==> config.mk <==
export PLATFORM = sky130hd
export DESIGN_NAME = mains_zero_cross_phase_scheduler_unit
export DESIGN_NICKNAME = d
export VERILOG_FILES = /design/src/design/mzc_pkg.sv /design/src/design/mzc_step_div.sv /design/src/design/mains_zero_cross_phase_scheduler_unit.sv
export SDC_FILE = /design/constraint.sdc
export NUM_CORES = 1
export LEC_CHECK = 0
export ABC_CLOCK_PERIOD_IN_PS = 19450
export BUFFER_PORTS_ARGS = -buffer_cell sky130_fd_sc_hd__buf_4
export CAP_MARGIN = 25
export CORE_MARGIN = 10
export CORE_UTILIZATION = 50
export DETAILED_ROUTE_END_ITERATION = 8
export PLACE_DENSITY_LB_ADDON = 0.08
export SETUP_SLACK_MARGIN = 0.15
export SKIP_CTS_REPAIR_TIMING = 1
export SLEW_MARGIN = 20
export SYNTH_ARGS = -nofsm -noshare
export SYNTH_HDL_FRONTEND = slang
export SYNTH_SLANG_ARGS = --single-unit
==> constraint.sdc <==
create_clock -name clk -period 19.45 [get_ports clk]
set_input_delay 1.945 -clock clk [delete_from_list [all_inputs] [get_ports clk]]
set_output_delay 1.945 -clock clk [all_outputs]
set_load 0.05 [all_outputs]
==> src/design/mzc_pkg.sv <==
package mzc_pkg;

	localparam int TIMER_W  = 16;
	localparam int PHASES   = 12;
	localparam int PHASE_W  = 4;
	localparam int TICK_W   = 6;
	localparam int SEC_W    = 8;

	// phase positions of the scheduled actions
	localparam logic [PHASE_W-1:0] PH_ACQ_A   = PHASE_W'(0);
	localparam logic [PHASE_W-1:0] PH_ACQ_B   = PHASE_W'(PHASES / 2);
	localparam logic [PHASE_W-1:0] PH_DRIVE_A = PHASE_W'(PHASES / 4);
	localparam logic [PHASE_W-1:0] PH_DRIVE_B = PHASE_W'((3 * PHASES) / 4);

	localparam logic [TICK_W-1:0] TICKS_50 = TICK_W'(50);
	localparam logic [TICK_W-1:0] TICKS_60 = TICK_W'(60);

	// divide by PHASES: exact reciprocal for any TIMER_W-bit dividend
	localparam int DIV_SHIFT = TIMER_W + $clog2(PHASES);
	localparam int RECIP_W   = TIMER_W + 1;
	localparam int PROD_W    = DIV_SHIFT + TIMER_W;
	localparam longint unsigned RECIP_L =
		((64'd1 << DIV_SHIFT) + 64'(PHASES) - 64'd1) / 64'(PHASES);
	localparam logic [RECIP_W-1:0] RECIP = RECIP_W'(RECIP_L);

	localparam logic MODE_CAPTURE = 1'b0;
	localparam logic MODE_COMPARE = 1'b1;

	localparam logic [1:0] MAINS_UNKNOWN = 2'd0;
	localparam logic [1:0] MAINS_50HZ    = 2'd1;
	localparam logic [1:0] MAINS_60HZ    = 2'd2;

	localparam logic [1:0] ACT_NONE    = 2'd0;
	localparam logic [1:0] ACT_ACQUIRE = 2'd1;
	localparam logic [1:0] ACT_DRIVE   = 2'd2;
	localparam logic [1:0] ACT_TICK    = 2'd3;

	typedef struct packed {
		logic               mode;
		logic [TIMER_W-1:0] capture_time;
	} mzc_in_t;

	typedef struct packed {
		logic [TIMER_W-1:0] compare_time;
		logic               compare_load;
		logic [TIMER_W-1:0] period_ticks;
		logic [1:0]         mains_class;
		logic [PHASE_W-1:0] phase_index;
		logic [1:0]         phase_action;
		logic               second_pulse;
		logic               led_level;
		logic               watchdog_level;
		logic [SEC_W-1:0]   seconds_count;
	} mzc_out_t;

endpackage

==> src/design/mzc_step_div.sv <==
module mzc_step_div (
	input  logic [mzc_pkg::TIMER_W-1:0] period,
	output logic [mzc_pkg::TIMER_W-1:0] step_len
);
	import mzc_pkg::*;

	logic [PROD_W-1:0] prod;

	// floor(period / PHASES) as multiply by rounded-up reciprocal and shift
	assign prod     = PROD_W'(period) * PROD_W'(RECIP);
	assign step_len = prod[DIV_SHIFT +: TIMER_W];

endmodule

==> src/design/mains_zero_cross_phase_scheduler_unit.sv <==
// Channel  | direction | handshake           | payload
// ---------+-----------+---------------------+---------------------------------
// in       | in        | in_valid / in_stall | in_data  (mzc_in_t: event beat)
// out      | out       | out_valid/out_stall | out_data (mzc_out_t: result beat)
// cfg      | in        | cfg_wr_en           | cfg_wr_data (period threshold)
//
// One result beat per event beat, one beat per cycle sustained while out_stall stays low.
// Stage 1 does period measurement, classing and phase/tick counting; stage 2 does the
// reciprocal multiply for period/12 and the compare add, then lands in the output register.
// Reset (arst_n low) clears all scheduler state and both valid flags.
// A stalled output still lets one beat move into an empty stage 1; in_stall rises only
// when both stages hold beats and the output is stalled.
module mains_zero_cross_phase_scheduler_unit (
	input  logic                           clk,
	input  logic                           arst_n,
	input  logic                           cfg_wr_en,
	input  logic [mzc_pkg::TIMER_W-1:0]    cfg_wr_data,
	input  logic                           in_valid,
	output logic                           in_stall,
	input  mzc_pkg::mzc_in_t               in_data,
	output logic                           out_valid,
	input  logic                           out_stall,
	output mzc_pkg::mzc_out_t              out_data
);
	import mzc_pkg::*;

	// ---------------- state owned by stage 1 ----------------
	logic [TIMER_W-1:0] thresh_q;
	logic [TIMER_W-1:0] last_cap_q;
	logic               cap_valid_q;
	logic [TIMER_W-1:0] period_q;
	logic [1:0]         mains_q;
	logic [PHASE_W-1:0] phase_q;
	logic [TICK_W-1:0]  tick_q;
	logic [SEC_W-1:0]   second_q;
	logic               led_q;
	logic               wd_q;

	// ---------------- state owned by stage 2 ----------------
	logic [TIMER_W-1:0] compare_q;
	logic [TIMER_W-1:0] step_q;     // period_q / PHASES, kept in stage 2 order

	// pipeline registers
	logic               s1_valid_q;
	mzc_out_t           res_s1;     // compare fields filled in stage 2
	logic               meas_s1;    // capture that measured a period
	logic               cmpev_s1;   // output-compare event
	logic [TIMER_W-1:0] t_s1;

	logic               out_valid_q;
	mzc_out_t           out_q;

	// handshake
	logic out_ready;
	logic en_s1;
	logic en_s2;

	assign out_ready = !out_valid_q || !out_stall;
	assign in_stall  = s1_valid_q && !out_ready;
	assign en_s1     = in_valid && !in_stall;
	assign en_s2     = s1_valid_q && out_ready;

	// ---------------- stage 1 combinational ----------------
	logic               is_cap;
	logic               meas;
	logic [TIMER_W-1:0] diff;
	logic [TIMER_W-1:0] period_n;
	logic [1:0]         mains_n;
	logic [PHASE_W:0]   phase_inc;
	logic [PHASE_W-1:0] phase_adv;
	logic [PHASE_W-1:0] phase_n;
	logic [1:0]         action_n;
	logic [TICK_W-1:0]  tick_inc;
	logic [TICK_W-1:0]  tick_lim;
	logic [TICK_W-1:0]  tick_n;
	logic               pulse_n;
	logic [SEC_W-1:0]   second_n;
	logic               led_n;

	assign is_cap    = (in_data.mode == MODE_CAPTURE);
	assign meas      = is_cap && cap_valid_q;
	assign diff      = in_data.capture_time - last_cap_q;
	assign phase_inc = {1'b0, phase_q} + (PHASE_W+1)'(1);
	assign phase_adv = (phase_inc >= (PHASE_W+1)'(PHASES)) ? '0 : phase_inc[PHASE_W-1:0];
	assign tick_inc  = tick_q + TICK_W'(1);
	assign tick_lim  = (mains_q == MAINS_50HZ) ? TICKS_50 : TICKS_60;

	always_comb begin
		period_n = period_q;
		mains_n  = mains_q;
		phase_n  = phase_q;
		action_n = ACT_NONE;
		tick_n   = tick_q;
		pulse_n  = 1'b0;
		second_n = second_q;
		led_n    = led_q;
		if (is_cap) begin
			if (cap_valid_q) begin
				period_n = diff;
				mains_n  = (diff > thresh_q) ? MAINS_50HZ : MAINS_60HZ;
				phase_n  = '0;
			end
		end else begin
			phase_n = phase_adv;
			priority if (phase_adv == PH_ACQ_A || phase_adv == PH_ACQ_B) begin
				action_n = ACT_ACQUIRE;
			end else if (phase_adv == PH_DRIVE_A || phase_adv == PH_DRIVE_B) begin
				action_n = ACT_DRIVE;
			end else begin
				// default phases feed the one-second tick
				action_n = ACT_TICK;
				tick_n   = tick_inc;
				if (tick_inc >= tick_lim) begin
					tick_n   = '0;
					pulse_n  = 1'b1;
					second_n = second_q + SEC_W'(1);
					led_n    = !led_q;
				end
			end
		end
	end

	always_ff @(posedge clk or negedge arst_n) begin
		if (!arst_n) begin
			thresh_q <= '0;
		end else if (cfg_wr_en) begin
			thresh_q <= cfg_wr_data;
		end
	end

	always_ff @(posedge clk or negedge arst_n) begin
		if (!arst_n) begin
			last_cap_q  <= '0;
			cap_valid_q <= 1'b0;
			period_q    <= '0;
			mains_q     <= MAINS_UNKNOWN;
			phase_q     <= '0;
			tick_q      <= '0;
			second_q    <= '0;
			led_q       <= 1'b0;
			wd_q        <= 1'b0;
		end else if (en_s1) begin
			if (is_cap) begin
				last_cap_q  <= in_data.capture_time;
				cap_valid_q <= 1'b1;
			end
			period_q <= period_n;
			mains_q  <= mains_n;
			phase_q  <= phase_n;
			tick_q   <= tick_n;
			second_q <= second_n;
			led_q    <= led_n;
			wd_q     <= !wd_q;
		end
	end

	always_ff @(posedge clk or negedge arst_n) begin
		if (!arst_n) begin
			s1_valid_q <= 1'b0;
		end else if (en_s1) begin
			s1_valid_q <= 1'b1;
		end else if (en_s2) begin
			s1_valid_q <= 1'b0;
		end
	end

	always_ff @(posedge clk) begin
		if (en_s1) begin
			meas_s1               <= meas;
			cmpev_s1              <= !is_cap;
			t_s1                  <= in_data.capture_time;
			res_s1.compare_time   <= '0;
			res_s1.compare_load   <= 1'b0;
			res_s1.period_ticks   <= period_n;
			res_s1.mains_class    <= mains_n;
			res_s1.phase_index    <= phase_n;
			res_s1.phase_action   <= action_n;
			res_s1.second_pulse   <= pulse_n;
			res_s1.led_level      <= led_n;
			res_s1.watchdog_level <= !wd_q;
			res_s1.seconds_count  <= second_n;
		end
	end

	// ---------------- stage 2: compare scheduling ----------------
	logic [TIMER_W-1:0] quot;
	logic [TIMER_W-1:0] compare_n;
	logic               load_n;
	mzc_out_t           res_n;

	mzc_step_div u_div (
		.period   (res_s1.period_ticks),
		.step_len (quot)
	);

	always_comb begin
		compare_n = compare_q;
		load_n    = 1'b0;
		if (meas_s1) begin
			compare_n = t_s1 + quot;
			load_n    = 1'b1;
		end else if (cmpev_s1) begin
			compare_n = compare_q + step_q;
			load_n    = 1'b1;
		end
	end

	// stage 1 fields with the compare fields patched in
	always_comb begin
		res_n              = res_s1;
		res_n.compare_time = compare_n;
		res_n.compare_load = load_n;
	end

	always_ff @(posedge clk or negedge arst_n) begin
		if (!arst_n) begin
			compare_q <= '0;
			step_q    <= '0;
		end else if (en_s2) begin
			compare_q <= compare_n;
			if (meas_s1) begin
				step_q <= quot;
			end
		end
	end

	always_ff @(posedge clk or negedge arst_n) begin
		if (!arst_n) begin
			out_valid_q <= 1'b0;
		end else if (en_s2) begin
			out_valid_q <= 1'b1;
		end else if (!out_stall) begin
			out_valid_q <= 1'b0;
		end
	end

	always_ff @(posedge clk) begin
		if (en_s2) begin
			out_q <= res_n;
		end
	end

	assign out_valid = out_valid_q;
	assign out_data  = out_q;

`ifndef SYNTHESIS
	a_stall_only_when_full: assert property (@(posedge clk) disable iff (!arst_n)
		in_stall |-> (s1_valid_q && out_valid_q && out_stall))
		else $error("input stalled while pipeline has room");

	a_phase_in_range: assert property (@(posedge clk) disable iff (!arst_n)
		out_valid |-> (out_data.phase_index < PHASE_W'(PHASES)))
		else $error("phase index out of range");

	a_noload_is_idle: assert property (@(posedge clk) disable iff (!arst_n)
		(out_valid && !out_data.compare_load) |->
		(out_data.phase_action == ACT_NONE && !out_data.second_pulse))
		else $error("action reported on an event without compare load");

	a_pulse_on_tick: assert property (@(posedge clk) disable iff (!arst_n)
		(out_valid && out_data.second_pulse) |-> (out_data.phase_action == ACT_TICK))
		else $error("second pulse outside a tick phase");

	a_tick_bounded: assert property (@(posedge clk) disable iff (!arst_n)
		tick_q < TICKS_60)
		else $error("tick counter passed its limit");
`endif

endmodule

==> results of run 1 <==
-- critical path: stages (launching register included) --
cell,delay [ns]
sky130_fd_sc_hd__edfxtp_1,0.50
sky130_fd_sc_hd__ha_1,0.40
sky130_fd_sc_hd__fa_1,0.52
sky130_fd_sc_hd__inv_1,0.06
sky130_fd_sc_hd__fa_1,0.53
sky130_fd_sc_hd__inv_1,0.06
sky130_fd_sc_hd__fa_1,0.52
sky130_fd_sc_hd__fa_1,0.56
sky130_fd_sc_hd__inv_1,0.06
sky130_fd_sc_hd__fa_1,0.53
sky130_fd_sc_hd__inv_1,0.04
sky130_fd_sc_hd__ha_1,0.29
sky130_fd_sc_hd__nand4_1,0.16
sky130_fd_sc_hd__a211oi_1,0.26
sky130_fd_sc_hd__a21o_1,0.18
sky130_fd_sc_hd__a22oi_1,0.14
sky130_fd_sc_hd__xnor2_1,0.45
sky130_fd_sc_hd__ha_1,0.32
sky130_fd_sc_hd__a21o_1,0.17
sky130_fd_sc_hd__a21oi_1,0.22
sky130_fd_sc_hd__nor2b_1,0.12
sky130_fd_sc_hd__o211ai_1,0.41
sky130_fd_sc_hd__a311oi_1,0.24
sky130_fd_sc_hd__nor2_1,0.20
sky130_fd_sc_hd__xor2_1,0.24
sky130_fd_sc_hd__o21ai_0,0.10
-- registers in the layout (all words and copies together), names as in the netlist, 13 cells and up --
name / cells
step_q: 13
out_data: 52
res_n: 35
compare_q: 16
period_q: 16
last_cap_q: 16
t_s1: 16
thresh_q: 16
-- layer usage --
metal / track usage / share of wire
met1: 0.260 / 0.48
met2: 0.292 / 0.46
met3: 0.0251 / 0.046
met4: 0.0441 / 0.020
met5: 0 / 0
-- synthesized netlist by cell type, types with 6 or more instances --
cell / n
sky130_fd_sc_hd__nor2_1: 54
sky130_fd_sc_hd__nand2b_1: 9
sky130_fd_sc_hd__nand2_1: 150
sky130_fd_sc_hd__o21bai_1: 6
sky130_fd_sc_hd__dfrtp_1: 102
sky130_fd_sc_hd__a21o_1: 28
sky130_fd_sc_hd__clkbuf_1: 17
sky130_fd_sc_hd__xnor2_1: 36
sky130_fd_sc_hd__or2_2: 6
sky130_fd_sc_hd__a211oi_1: 12
sky130_fd_sc_hd__o21ai_0: 72
sky130_fd_sc_hd__o211ai_1: 7
sky130_fd_sc_hd__o31ai_1: 8
sky130_fd_sc_hd__a21oi_1: 62
sky130_fd_sc_hd__ha_1: 194
sky130_fd_sc_hd__mux2_2: 39
sky130_fd_sc_hd__fa_1: 83
sky130_fd_sc_hd__and3_1: 10
sky130_fd_sc_hd__o21a_1: 12
sky130_fd_sc_hd__nor3_1: 13
sky130_fd_sc_hd__inv_1: 239
sky130_fd_sc_hd__nor2b_1: 11
sky130_fd_sc_hd__xor2_1: 37
sky130_fd_sc_hd__nand3_1: 30
sky130_fd_sc_hd__edfxtp_1: 105
sky130_fd_sc_hd__a31oi_1: 9
sky130_fd_sc_hd__nand4_1: 9
sky130_fd_sc_hd__mux2i_1: 9
-- worst paths after layout --
path | start | end | slack, ns | cells past startpoint
worst max-delay path | res_n[21] | out_data[49] | 11.90 | 25
worst min-delay path | res_n[8] | out_data[8] | 0.42 | 0
worst max register to register | res_n[21] | out_data[49] | 11.90 | 25
worst min register to register | res_n[8] | out_data[8] | 0.42 | 0
max in group asynchronous | arst_n | last_cap_q[10] | 16.77 | 2
min in group asynchronous | arst_n | compare_q[11] | 1.51 | 1
-- stage by stage --
stage	utilization	cell area [um^2]	hold slack (ns)	instances
after floorplan	-	15000	0.400	1441
after global placement	0.545	16200	0.403	1903
after detailed placement	0.545	16200	0.405	1903
after CTS	0.576	17100	0.417	1949
after global routing	0.576	17100	0.419	1949
final	0.576	17100	0.415	1949
-- layout by cell type, fill, tap and decap left out, types with 25 or more instances in the layout --
cell / Yosys / final
sky130_fd_sc_hd__a21o_1: 28 / 28
sky130_fd_sc_hd__a21oi_1: 62 / 62
sky130_fd_sc_hd__buf_4: 1 / 98
sky130_fd_sc_hd__clkbuf_16: 0 / 25
sky130_fd_sc_hd__dfrtp_1: 102 / 102
sky130_fd_sc_hd__edfxtp_1: 105 / 105
sky130_fd_sc_hd__fa_1: 83 / 83
sky130_fd_sc_hd__ha_1: 194 / 194
sky130_fd_sc_hd__inv_1: 239 / 239
sky130_fd_sc_hd__mux2_2: 39 / 39
sky130_fd_sc_hd__nand2_1: 150 / 150
sky130_fd_sc_hd__nand3_1: 30 / 30
sky130_fd_sc_hd__nor2_1: 54 / 54
sky130_fd_sc_hd__o21ai_0: 72 / 72
sky130_fd_sc_hd__xnor2_1: 36 / 36
sky130_fd_sc_hd__xor2_1: 37 / 37
-- final cells by class --
class	instances	area (um^2)
multi-input combinational	967	8330
clock inverter	10	189
sequential	207	5710
clock buffer	36	717
timing repair buffer	98	736
fill	2679	12600
tap	390	488
inverter	241	905
-- cells by family (layout without fill, tap and decap cells) --
| kind of cell | Yosys count | after routing | share of synthesized area |
|---|---|---|---|
| AOI/OAI and AO/OA | 263 | 263 | 0.112 |
| muxes | 48 | 48 | 0.0352 |
| adders and majority gates | 277 | 277 | 0.272 |
| DFF | 207 | 207 | 0.379 |
| buffers and inverters | 267 | 385 | 0.0672 |
| xor gates and xnor gates | 74 | 74 | 0.0436 |
| and+or+nand+nor | 305 | 305 | 0.0910 |
==> summary.txt, run 1 <==
Die
  – Row Count: 63
  – Placeable core region: roughly 30000 um^2
  – I/O Pins: between 90 and 100
  – Floorplan die area: roughly 37000 um^2
  – Initial Utilization: 0.508
  – Vertical die dimension: roughly 190 um
  – Die Wd: between 150 and 200 um

Yosys
  – Number of synthesized flops with an enable pin: 105
  – Number of nets produced by synthesis: 1756
  – Post-synthesis instance area: between 15000 and 20000 um^2
  – Main area contributors after synthesis: sky130_fd_sc_hd__edfxtp_1 21%, sky130_fd_sc_hd__dfrtp_1 17%, sky130_fd_sc_hd__ha_1 16%
  – Most common flop cell mapped by yosys: sky130_fd_sc_hd__edfxtp_1
  – Number of unique standard cell types used by synthesis: just over 70
  – Fraction of post-synthesis cell area in the top cell type by area: 0.210
  – Warnings, synthesis: 0
  – Sequential fraction of the synthesis area: 0.379
  – Synthesis-stage register bit count: roughly 210
  – Instance count of the mapped netlist: about 1400
  – Share of synthesized registers carrying an async set or reset: 0.493
  – Average footprint of a synthesized cell: approximately 10 um^2
  – Yosys top cell by area: sky130_fd_sc_hd__edfxtp_1

Setup path
  – Class of the most critical setup path: register to register
  – Crit path capture type: register
  – Required arrival time at the worst endpoint: 19.69 ns
  – Data arrival, critical path: approximately 7.8 ns
  – Launching element type of the critical path: register
  – Largest fanout on the critical path: 6

Clock tree
  – Total clock buffers created by CTS: 25
  – Number of buffers on the longest clock path: 3
  – TritonCTS clock tree: yes
  – Sink Count: approximately 210
  – Skew-Pair Late Insertion Delay: about 0.52 ns
  – CTS root buf: sky130_fd_sc_hd__clkbuf_16
  – H-tree Lvls: 1
  – Reg clk slew, reported paths: ~0.06 ns

Cells and area
  – Synthesis-to-layout area growth: 13.4%
  – Layout cell share with drive strength beyond 1: 0.126
  – NumNets Final: 1855
  – Total inserted antenna cells: 0

Place
  – Port Buf Inserts: between 90 and 100
  – GP Congestion: slightly above 0.9
  – Worst Setup Slack post-DPL: ~12 ns
  – Half-perimeter wire length of the detailed placement result: about 27000 um

GRT
  – Pin count of the biggest net entering global routing: 70
  – First-pass GRT wire length: between 50000 and 60000 um
  – Global-route congestion overflow total: 0
  – Number of antenna violations at the first check in global routing: 0
  – Number of global-route vias before repair: around 11000
  – Total routing usage reported by global routing: 0.184

STA
  – Fin Setup TNS: 0 ns
  – Largest clock skew in the final design: ~0.015 ns
  – Setup repair after global routing missed its margin: false
  – Final critical path time including I/O delays and setup: roughly 7.6 ns
  – Share of the cycle needed by the critical path after routing: 0.388
  – Number of hold-slack violations in the final timing report: 0
  – Final setup fails: 0
  – Slew HR: 0.352
  – Peak clock frequency supported by timing: around 0.13 GHz
  – Worst Slack Setup Final: between 10 and 15 ns
  – Total count of max-transition violations in the final report: 0
  – Worst Max-Slew Pin Slew: 0.972 ns

Run
  – Number of max-capacitance violations reported: 0

Detailed routing
  – Via count: ~10000
  – Detailed-route vias per instance: between 5 and 6
  – ANT nets after route: 0
  – Final routed DRC violation total: 0
  – Post-Route WL: 34900 um
  – Pre-antenna DRT Iters: 5
  – Number of DRC markers in iteration 0: 661
  – Routed wire per std cell: around 18 um

Hold path
  – Path class of the lowest-slack min-delay path: register to register

Run status
  – Status: finished, final reports clean
Power of run 1 is not shown: default switching activity piles up to over one toggle a cycle in this logic, so the estimate is an artifact.
==> run 2, diff against run 1 <==
--- a/config.mk
+++ b/config.mk
@@ -5,7 +5,7 @@
 export SDC_FILE = /design/constraint.sdc
 export NUM_CORES = 1
 export LEC_CHECK = 0
-export ABC_CLOCK_PERIOD_IN_PS = 19450
+export ABC_CLOCK_PERIOD_IN_PS = 7300
 export BUFFER_PORTS_ARGS = -buffer_cell sky130_fd_sc_hd__buf_4
 export CAP_MARGIN = 25
 export CORE_MARGIN = 10
==> constraint.sdc (replaced) <==
create_clock -name clk -period 7.3 [get_ports clk]
set_input_delay 0.73 -clock clk [delete_from_list [all_inputs] [get_ports clk]]
set_output_delay 0.73 -clock clk [all_outputs]
set_load 0.05 [all_outputs]
==> run 2 against run 1 <==
  * Utilization grew 2.8 points
  * Flip-flop and latch count is the same
  * Global-route usage grew 0.32 points
  * Final cell count grew 2.4%
  * First-iteration DRC count grew 10%
  * Via count grew 2.4%
  * Critical endpoint is now out_data[51]
  * Largest cell class unchanged
  * Highest routed layer unchanged
==> summary.txt, run 2 (synthesized netlist as in run 1, its figures left out) <==
STA
  – Setup repair after global routing missed its margin: false
  – Fin Setup TNS: 0 ns (unchanged)
  – Hold WS: 0.298 ns (-0.117 ns)
  – Number of hold-slack violations in the final timing report: 0 (unchanged)
  – Final setup fails: 0 (unchanged)
  – Largest clock skew in the final design: 0.0136 ns (-0.00162 ns)
  – Total count of max-transition violations in the final report: 0 (unchanged)
  – Share of the cycle needed by the critical path after routing: 0.958 (+0.570)
  – Final critical path time including I/O delays and setup: 6.99 ns (-0.561 ns)
  – Slew HR: 0.313 (-0.0388)
  – Peak clock frequency supported by timing: 0.143 GHz (+8.0%)
  – Worst Max-Slew Pin Slew: 1.03 ns (+0.0583 ns)

Setup path
  – Data arrival, critical path: 7.26 ns (-0.54 ns)
  – Bufs and invs on worst path: 8 (+4)
  – R2R setup slack: 0.31 ns (-11.59 ns)
  – Worst stage delay on the critical path: 0.55 ns (about the same)
  – Required arrival time at the worst endpoint: 7.57 ns (-12.12 ns)
  – Class of the most critical setup path: register to register
  – Worst r2r dst: out_data[51]
  – Launching element type of the critical path: register
  – Largest fanout on the critical path: 5 (-1)
  – Crit path capture type: register
  – Cell at the slowest stage of the critical path: sky130_fd_sc_hd__fa_1
  – RR Startpoint: res_n[31]
  – Cells on worst reg2reg path: 28 (+12%)
  – CP delay by family, top: adder cells

Cells and area
  – Highest-count cells in the layout ignoring fill and taps: 239 x sky130_fd_sc_hd__inv_1, 174 x sky130_fd_sc_hd__ha_1, 150 x sky130_fd_sc_hd__nand2_1
  – Layout cell share with drive strength beyond 1: 0.188 (+0.0623)
  – Sequential cell area in the final layout: 5710 um^2 (unchanged)
  – Synthesis-to-layout area growth: 19.0%
  – Area taken by multi-input logic gates: 8760 um^2 (+5.1%)
  – Fillcell total: 2544 (-5.0%)
  – Final cell area excluding filler cells: 17900 um^2 (+4.9%)
  – Total inserted antenna cells: 0 (unchanged)
  – Flip-flop count of the largest register, all copies and words added: 52 (unchanged)
  – Most common cell after layout, fill and taps aside: sky130_fd_sc_hd__inv_1
  – NumNets Final: 1902 (+2.5%)

Detailed routing
  – Post-Route WL: 36500 um (+4.4%)
  – Routed wire per std cell: 18.3 um (+2.0%)
  – Via count: 10689 (+2.4%)
  – Final routed DRC violation total: 0 (unchanged)
  – ANT nets after route: 0 (unchanged)
  – Pre-antenna DRT Iters: 5 (unchanged)
  – Detailed-route vias per instance: 5.36 (about the same)
  – Number of DRC markers in iteration 0: 730 (+10%)

Die
  – Vertical die dimension: 193 um (unchanged)
  – I/O Pins: 92 (unchanged)
  – Die Wd: 193 um (unchanged)
  – Initial Utilization: 0.508 (unchanged)
  – Floorplan die area: 37400 um^2 (unchanged)
  – Placeable core region: 29600 um^2 (unchanged)
  – Row Count: 63 (unchanged)

Clock tree
  – Reg clk slew, reported paths: 0.07 ns (about the same)
  – H-tree Lvls: 1 (unchanged)
  – Number of buffers on the longest clock path: 3 (unchanged)
  – Total clock buffers created by CTS: 25 (unchanged)
  – Sink Count: 207 (unchanged)
  – TritonCTS clock tree: yes
  – CTS root buf: sky130_fd_sc_hd__clkbuf_16
  – Skew-Pair Late Insertion Delay: 0.53 ns (about the same)

Place
  – Area after detailed placement: 16300 um^2 (+1.1%)
  – Port Buf Inserts: 91 (unchanged)
  – GP Congestion: 0.962 (+5.3%)
  – Half-perimeter wire length of the detailed placement result: 28100 um (+2.4%)

GRT
  – Met2 track demand over resource in global routing: 0.284 (-0.00780)
  – First-pass GRT wire length: 57300 um (+1.2%)
  – Number of antenna violations at the first check in global routing: 0 (unchanged)
  – Total routing usage reported by global routing: 0.187 (+0.00320)
  – Pin count of the biggest net entering global routing: 70 (unchanged)
  – Number of global-route vias before repair: 10401 (-1.3%)
  – Met3 GRT Util: 0.0349 (+0.00985)
  – Most heavily used metal layer in global routing: met2
  – Global-route congestion overflow total: 0 (unchanged)
  – Grt met1 use: 0.268 (+0.00834)

Run status
  – Status: finished, final reports clean

Hold path
  – Path class of the lowest-slack min-delay path: primary input to asynchronous set/reset pin

Run
  – Number of max-capacitance violations reported: 0 (unchanged)
run 2: changes by cell type in the layout (fill, tap and decap cells not counted), moves of 6 or more:
cell	previous run	this run
sky130_fd_sc_hd__buf_4	98	143
sky130_fd_sc_hd__ha_1	194	174
sky130_fd_sc_hd__ha_4	0	17
sky130_fd_sc_hd__a21oi_1	62	54
sky130_fd_sc_hd__a21oi_2	0	7
sky130_fd_sc_hd__clkbuf_1	6	0
run 2: per-layer routing:
layer	up-vias	part of all wire
li1	5207	-
met1	5173	0.47
met2	257	0.45
met3	52	0.056
met4	0	0.027
met5	-	0
run 2: worst max path at each step:
stage | depth (start not counted) | from | end | slack, ns
2_1_floorplan | 27 | res_n[21] | out_data[48] | 0.56
3_3_place_gp | 24 | res_n[22] | out_data[49] | 0.20
3_5_place_dp | 27 | res_n[22] | out_data[49] | 0.14
4_1_cts | 24 | res_n[22] | out_data[49] | 0.1
5_1_grt | 24 | res_n[22] | out_data[51] | 0.05
6_report | 28 | res_n[31] | out_data[51] | 0.31
run 2: cell type report:
class                      count  area share
multi-input combinational    967       0.489
sequential                   207       0.319
timing repair buffer         145      0.0612
inverter                     241      0.0505
clock buffer                  28      0.0379
tap                          390      0.0273
clock inverter                18      0.0152
run 2: stage by stage:
stage          utilization  worst slack [ns]  cells
2_1_floorplan            -             0.556   1441
4_1_cts              0.584            0.0963   1973
3_3_place_gp         0.552             0.198   1927
3_5_place_dp         0.552             0.137   1927
6_report             0.604             0.306   1996
5_1_grt              0.604            0.0469   1996
Power of run 2 is left out for the same reason.
